`src/rtl/hpbp_pkg.sv`:
```
// hpbp_pkg: shared types, constants and hash helpers of the hashed perceptron predictor
// used by hpbp_ctrl, hpbp_dp and the top level; no dependencies
package hpbp_pkg;

    // default sizes
    localparam int TABLE_ENTRIES_DEF = 4096;
    localparam int HISTORY_BITS_DEF  = 256;
    localparam int WEIGHT_BITS_DEF   = 8;

    // hash constants
    localparam logic [63:0] SEED_MULT   = 64'd1315423911;
    localparam int          CORR_ID     = 99;
    localparam int          FOLD_BITS   = 256;
    localparam int          MAX_CHUNKS  = FOLD_BITS / 32;
    localparam int          WEIGHT_MEMS = 6;
    localparam int          BIAS_SLOT   = 4;
    localparam int          CORR_SLOT   = 5;

    // chunks folded per table: 32, 32, 128, 256 history bits, then 32 for the corrector
    localparam int HIST_CHUNKS [4] = '{1, 1, 4, 8};
    localparam int CORR_CHUNKS     = 1;

    // configuration register indexes
    localparam logic [1:0] CFG_WEIGHT_MAX = 2'd0;
    localparam logic [1:0] CFG_WEIGHT_MIN = 2'd1;
    localparam logic [1:0] CFG_THRESHOLD  = 2'd2;

    // configuration reset values
    localparam logic [6:0] WEIGHT_MAX_RST = 7'd127;
    localparam logic [7:0] WEIGHT_MIN_RST = 8'h80;
    localparam logic [9:0] THRESHOLD_RST  = 10'd40;

    // controller to datapath commands
    typedef struct packed {
        logic clear;
        logic load;
        logic calc;
    } dp_cmd_t;

    // datapath to controller status
    typedef struct packed {
        logic clear_last;
    } dp_status_t;

    // seed for a table id: 32-bit product, sign-extended to 64 bits
    function automatic logic [63:0] hash_seed(input int id);
        logic [63:0] prod;
        prod = 64'(id) * SEED_MULT;
        return {{32{prod[31]}}, prod[31:0]};
    endfunction

    // xor and rotate-by-5 folding of 32-bit history chunks
    function automatic logic [63:0] fold_hash(input logic [63:0] pc,
                                              input logic [FOLD_BITS-1:0] hist,
                                              input int nchunks,
                                              input logic [63:0] seed);
        logic [63:0] h;
        h = pc ^ seed;
        for (int c = 0; c < MAX_CHUNKS; c++)
        begin
            if (c < nchunks)
            begin
                h = h ^ {32'd0, hist[c*32 +: 32]};
                h = {h[58:0], h[63:59]};
            end
        end
        return h;
    endfunction

endpackage

```
`src/rtl/hpbp_ctrl.sv`:
```
// hpbp_ctrl: sequencer of the predictor (table clear, read, compute) and output valid
// depends on hpbp_pkg
module hpbp_ctrl (
    input  logic                 clk,
    input  logic                 rst_n,
    input  logic                 in_valid,
    output logic                 in_ready,
    output logic                 out_valid,
    input  logic                 out_ready,
    output hpbp_pkg::dp_cmd_t    cmd,
    input  hpbp_pkg::dp_status_t status
);

    typedef enum logic [1:0] {
        S_CLEAR,
        S_IDLE,
        S_CALC
    } state_t;

    state_t state_reg, state_next;
    logic   out_valid_reg, out_valid_next;
    logic   accept;

    // take a word only when idle and the result register is free
    assign in_ready  = (state_reg == S_IDLE) && (!out_valid_reg || out_ready);
    assign accept    = in_valid && in_ready;
    assign out_valid = out_valid_reg;

    assign cmd.clear = (state_reg == S_CLEAR);
    assign cmd.load  = accept;
    assign cmd.calc  = (state_reg == S_CALC);

    // next state and output valid
    always_comb
    begin
        state_next     = state_reg;
        out_valid_next = out_valid_reg;
        if (out_ready)
        begin
            out_valid_next = 1'b0;
        end
        case (state_reg)
            S_CLEAR:
            begin
                if (status.clear_last)
                begin
                    state_next = S_IDLE;
                end
            end
            S_IDLE:
            begin
                if (accept)
                begin
                    state_next = S_CALC;
                end
            end
            S_CALC:
            begin
                out_valid_next = 1'b1;
                state_next     = S_IDLE;
            end
            default:
            begin
                state_next = S_IDLE;
            end
        endcase
    end

    // state and registered outputs
    always_ff @(posedge clk or negedge rst_n)
    begin
        if (!rst_n)
        begin
            state_reg     <= S_CLEAR;
            out_valid_reg <= 1'b0;
        end
        else
        begin
            state_reg     <= state_next;
            out_valid_reg <= out_valid_next;
        end
    end

endmodule

```
`config.mk`:
```
export PLATFORM = sky130hd
export DESIGN_NAME = hpbp_ctrl
export DESIGN_NICKNAME = d
export VERILOG_FILES = /design/src/rtl/hpbp_pkg.sv /design/src/rtl/hpbp_ctrl.sv
export SDC_FILE = /design/constraint.sdc
export NUM_CORES = 1
export LEC_CHECK = 0
export BUFFER_PORTS_ARGS = -buffer_cell sky130_fd_sc_hd__buf_2
export CORE_AREA = 2 2 39 41
export DETAILED_ROUTE_END_ITERATION = 10
export DIE_AREA = 0 0 41 43
export HOLD_SLACK_MARGIN = 0.03
export SYNTH_ARGS = -nofsm -noshare
export SYNTH_HDL_FRONTEND = slang
export SYNTH_SLANG_ARGS = --single-unit
```
`constraint.sdc`:
```
create_clock -name clk -period 1.3 [get_ports clk]
set_input_delay 0.195 -clock clk [delete_from_list [all_inputs] [get_ports clk]]
set_output_delay 0.195 -clock clk [all_outputs]
set_load 0.03 [all_outputs]
```
==> qor.yml, run 1 <==
clocking:
  tritoncts: "yes"
  cts.sink_count: 3
  htree_levels: 1
  clock_latency_ns: 0.23
  cts_made_buffers: 3
  cts_root_buffer: "clkbuf_4"
  clkSlewWorstSetupHoldPaths_ns: 0.03
  clockBufferDepth: 2
sta:
  fin_crit_ns: 1.328
  tightest_slew_ns: 0.1579
  slew_headroom: 0.8947
  slew_violations: 0
  setup_viol: 1
  clock.fmax_mhz: 752.9
  setup_ws_ns: -0.02814
  rsz0062_at_grt: "yes"
  fin_crit_sh: 1.022
  fin_skew_ns: 0.0003814
  hold_viol: 0
pwr:
  vdd_ir_drop_max_uv: 405.0
  combPwrFrac: 0.525
  p_int_mw: 0.4033
  power_frac_seq: 0.248
  p_sw_mw: 0.3052
  swShare: 0.4307
  clkPwrFrac: 0.226
  p_per_area_mw_per_mm2: 2749
  leakage_nw: 0.1323
cells_and_area:
  final_cell_area_um2: 257.7
  largest_reg_flops: 2
  antenna_cells: 0
  syn2layout_area_growth_pct: 59.69
  fin_nets: 34
  layout-drive-gt1-share: 0.6429
  final_common_cell: "buf_2"
  final_cell_mix: "buf_2 (8), nor2_1 (3), clkbuf_4 (3), and2_4 (2), dfrtp_1 (2)"
min_path:
  min-delay-start: "status"
  holdCritPathClass: "input port to flop"
  whs_endpoint: "state_reg[0]$_DFFE_PN0P_"
  whs_path_depth: 3
synth:
  syn-num-nets: 21
  yosys_warnings: 0
  synth_cells: 16
  ys_types: 11
  seq_area_frac_synth: 0.4651
  postSynthRegisterBits: 3
  syn_area_um2: 161.4
  synth.avg_cell_area_um2: 10.09
global_route:
  grt_start_max_net_pins: 7
  grt_antenna_before_repair: 0
  overflow: 0
  grt_util_all_layers: 0.04614
  grt_pass1_vias: 140
  grt_pass1_wl_um: 469
drt:
  routed_wl_um: 300
  drtPass1Iterations: 2
  drt_iter0_markers: 1
  num_vias: 138
  drcViolationCount: 0
  vias_per_cell: 3.136
  ant_nets: 0
  wl_per_cell_um: 6.818
critical_path:
  slowest_delay_ns: 0.41
  crit_chain: "nand2b_4 > and3_4 > and2_4 > buf_6"
  start_kind: "flop"
  rr_endpoint: "state_reg[1]$_DFFE_PN0P_"
  r2r-start: "state_reg[0]$_DFFE_PN0P_"
  r2r_cells: 2
  crit_slowest_cell: "dfrtp_2"
  critPathRequiredTime_ns: 1.11
  cp_data_arrival_time_ns: 1.13
  worstSetupEndpointType: "primary output"
  rrSetupSlack_ns: 0.44
  path_class: "flop to primary output"
  worst-path-max-fanout: 3
die:
  die_h_um: 43
  floorplan.die_area_mm2: 0.001763
  num_rows: 14
  die_w_um: 41
  pin_count: 10
  start_util: 0.1166
  design.core.area_mm2: 0.001384
place:
  post-place-ws_ns: 0.1438
  port_buffers: 9
  place_area_um2: 212.7
  hpwl_um: 242.8
  globalplace.congestion: 0.6181
status:
  violations: "negative setup slack"
  status: "finished, violations left"
flow_run:
  maxCapViolations: 0
[cell usage after synthesis]
cell type  n  area share
nor2_1     3       0.070
nand2b_4   1       0.085
buf_4      2       0.093
and3_1     1       0.039
and3_4     1       0.070
dfrtp_1    3        0.47
and2_4     1       0.054
o21ai_0    1       0.031
and2_1     1       0.039
inv_1      1       0.023
o21ai_1    1       0.031
[cell families (layout without fill, tap and decap cells)]
kind of cell    Yosys count  in the layout  share of synthesized area
simple gates              8              8                     0.3566
buf+inv                   3             15                     0.1162
flops                     3              3                     0.4651
compound gates            2              2                    0.06196
[how the worst max path moves through the flow]
| stage | startpoint | to | slack, ns | cells after the start |
|---|---|---|---|---|
| final | out_valid$_DFFE_PN0P_ | cmd[1] | -0.03 | 4 |
| after global routing | out_valid$_DFFE_PN0P_ | cmd[1] | -0.08 | 4 |
| after CTS | out_valid$_DFFE_PN0P_ | cmd[1] | -0.05 | 4 |
| after detailed placement | state_reg[1]$_DFFE_PN0P_ | cmd[1] | 0.14 | 4 |
| after global placement | out_valid$_DFFE_PN0P_ | cmd[1] | 0.15 | 4 |
| after floorplan | out_valid$_DFFE_PN0P_ | cmd[1] | 0.01 | 4 |
[metrics by stage]
step / total power [mW] / hold slack [ns] / util / instances / setup TNS, ns
finish: 0.7084 / 0.2123 / 0.1863 / 44 / -0.02814
global route: 0.7528 / 0.2169 / 0.1863 / 44 / -0.09261
global placement: 0.5190 / -0.007946 / 0.1537 / 39 / 0
CTS: 0.7242 / 0.2065 / 0.1863 / 44 / -0.04718
floorplan: 0.4600 / -0.1006 / - / 16 / 0
detailed placement: 0.5226 / -0.007114 / 0.1537 / 39 / 0
[power by group through the flow]
stage	registers [mW]	logic, mW	clock network (mW)
finish	0.176	0.372	0.160
global placement	0.175	0.344	0
detailed placement	0.177	0.346	0
floorplan	0.197	0.263	0
global route	0.183	0.399	0.170
CTS	0.177	0.376	0.171
[metal layers]
| metal | GRT usage | share of wire | vias to the layer above |
|---|---|---|---|
| li1 | - | - | 73 |
| met1 | 0.04167 | 0.36 | 60 |
| met2 | 0.05000 | 0.52 | 5 |
| met3 | 0.02618 | 0.11 | 0 |
| met4 | 0.08000 | 0 | 0 |
| met5 | 0 | 0 | - |
[cell type report]
class                           count  area, µm²
Tap cell                           16      20.02
Inverter                            1      3.754
Fill cell                         165       1126
Sequential cell                     3      76.32
Timing Repair Buffer               10      61.31
Clock buffer                        4      26.28
Multi-Input combinational cell     10      70.07
[critical path, delay by kind of cell (launching register included)]
kind,cells,cell delay [ns]
buf+inv,1,0.12
flops,1,0.41
simple gates,3,0.37
[repair_timing]
action,4_1_cts,5_1_grt
setup endpoints to repair,2,2
endpoints found under the hold margin,3,0
setup buffers,0,0
gates resized for setup,4,0
pin swaps,2,0
hold buffers,1,0
No activity file was read; power rests on OpenSTA's default activity.
==> run 2, diff against run 1 <==
- CELL_PAD_IN_SITES_DETAIL_PLACEMENT: default -> 1
- CELL_PAD_IN_SITES_GLOBAL_PLACEMENT: default -> 1
- PLACE_DENSITY_LB_ADDON: default -> 0.1
==> qor.yml, run 2 (synthesis results as in run 1) <==
status:
  status: "finished, violations left"
  violations: "negative setup slack"
clocking:
  clock_latency_ns: 0.24  # about the same
  clkSlewWorstSetupHoldPaths_ns: 0.04  # about the same
  tritoncts: "yes"
  htree_levels: 1  # unchanged
  cts.sink_count: 3  # unchanged
  cts_made_buffers: 3  # unchanged
  clockBufferDepth: 2  # unchanged
  cts_root_buffer: "clkbuf_4"
sta:
  fin_crit_ns: 1.353  # +0.02476 ns
  fin_hold_ws_ns: 0.2184  # +0.006076 ns
  fin_skew_ns: 0.004641  # +0.004260 ns
  final.setup.tns_ns: -0.05289  # -0.02476 ns
  slew_headroom: 0.8961  # +0.001349
  slew_violations: 0  # unchanged
  tightest_slew_ns: 0.1570  # -0.0009432 ns
  fin_crit_sh: 1.041  # +0.01904
  rsz0062_at_grt: "yes"
  clock.fmax_mhz: 739.2  # -1.8%
  hold_viol: 0  # unchanged
  setup_ws_ns: -0.05289  # -0.02476 ns
  setup_viol: 1  # unchanged
die:
  pin_count: 10  # unchanged
  die_w_um: 41  # unchanged
  die_h_um: 43  # unchanged
  start_util: 0.1166  # unchanged
  num_rows: 14  # unchanged
  design.core.area_mm2: 0.001384  # unchanged
  floorplan.die_area_mm2: 0.001763  # unchanged
drt:
  drcViolationCount: 0  # unchanged
  vias_per_cell: 3.583  # +14%
  ant_nets: 0  # unchanged
  num_vias: 172  # +25%
  routed_wl_um: 443  # +48%
  drtPass1Iterations: 2  # unchanged
  drt_iter0_markers: 2  # +1
  wl_per_cell_um: 9.229  # +35%
cells_and_area:
  layout-drive-gt1-share: 0.6875  # +0.04464
  largest_reg_flops: 2  # unchanged
  antenna_cells: 0  # unchanged
  final_common_cell: "buf_2"
  seqCellArea_um2: 76.32  # unchanged
  syn2layout_area_growth_pct: 81.40
  final_cell_mix: "buf_2 (6), buf_4 (5), clkbuf_4 (4), nor2_1 (3)"
  multiInputGateArea_um2: 70.07  # unchanged
  fin_nets: 38  # +12%
  fillers: 175  # +6.1%
pwr:
  p_per_area_mw_per_mm2: 2738  # -0.40%
  power_mw: 0.8015  # +13%
  vdd_ir_drop_max_uv: 753.4  # +86%
  leakage_nw: 0.1504  # +14%
critical_path:
  critPathRequiredTime_ns: 1.11  # about the same
  cp_data_arrival_time_ns: 1.16  # +0.03 ns
  rrSetupSlack_ns: 0.24  # -0.20 ns
  start_kind: "flop"
  worstSetupEndpointType: "primary output"
  worst-path-max-fanout: 3  # unchanged
  path_class: "flop to primary output"
global_route:
  grt_util_all_layers: 0.07839  # +0.03225
  overflow: 0  # unchanged
  grt_pass1_wl_um: 807  # +72%
  grt_start_max_net_pins: 6  # -1
  grt_pass1_vias: 194  # +39%
  grt_antenna_before_repair: 0  # unchanged
place:
  post-place-ws_ns: 0.1390  # -0.004810 ns
  globalplace.congestion: 0.7020  # +14%
  port_buffers: 9  # unchanged
  hpwl_um: 332.5  # +37%
min_path:
  holdCritPathClass: "input port to flop"
flow_run:
  maxCapViolations: 0  # unchanged
[run 2: cell count changes in the layout (fill, tap and decap cells not counted), sizes merged]
cell    before  now
buf          9   12
clkbuf       4    5
[run 2: worst max-delay path: stages (launching register included)]
cell and delay [ns]:
dfrtp_2 0.41, nand2b_4 0.07, and3_4 0.18, and2_4 0.13
buf_6 0.12
[run 2: per-stage QoR]
stage | std cells | utilization | cell area (µm²)
2_1_floorplan | 16 | - | 162.7
5_1_grt | 48 | 0.2116 | 292.8
3_5_place_dp | 41 | 0.1646 | 227.7
3_3_place_gp | 41 | 0.1646 | 227.7
6_report | 48 | 0.2116 | 292.8
4_1_cts | 47 | 0.2025 | 280.3
[run 2: final timing paths]
check / from / end / depth (start not counted)
max: out_valid$_DFFE_PN0P_ / cmd[1] / 4
min: in_valid / state_reg[1]$_DFFE_PN0P_ / 2
max reg2reg: out_valid$_DFFE_PN0P_ / state_reg[0]$_DFFE_PN0P_ / 5
min reg2reg: state_reg[0]$_DFFE_PN0P_ / out_valid$_DFFE_PN0P_ / 2
max in group asynchronous: rst_n / out_valid$_DFFE_PN0P_ / 2
min in group asynchronous: rst_n / out_valid$_DFFE_PN0P_ / 2
[run 2: per-layer routing]
metal,vias up,global-route usage,part of all wire
met5,-,0,0
met4,0,0.08000,0
met3,0,0.06283,0.10
met2,7,0.1000,0.55
met1,85,0.07097,0.35
li1,80,-,-
[run 2: report_power, final]
| group | switching (mW) | internal, mW | total (mW) |
|---|---|---|---|
| Combinational | 0.254 | 0.214 | 0.468 |
| Sequential | 0.0296 | 0.136 | 0.166 |
| Clock | 0.0526 | 0.115 | 0.168 |
[run 2: cell type report]
cell class	instances	share of cell area
Sequential cell	3	0.2607
Inverter	1	0.01282
Tap cell	16	0.06838
Clock buffer	4	0.08974
Timing Repair Buffer	14	0.3291
Multi-Input combinational cell	10	0.2393
[run 2: repair_timing]
| action | CTS | global route |
|---|---|---|
| hold buffers | 1 | 0 |
| pin swaps | 2 | 0 |
| endpoints found under the setup margin | 2 | 3 |
| setup buffers | 1 | 1 |
| hold endpoints to repair | 3 | 0 |
| gates resized for setup | 3 | 4 |
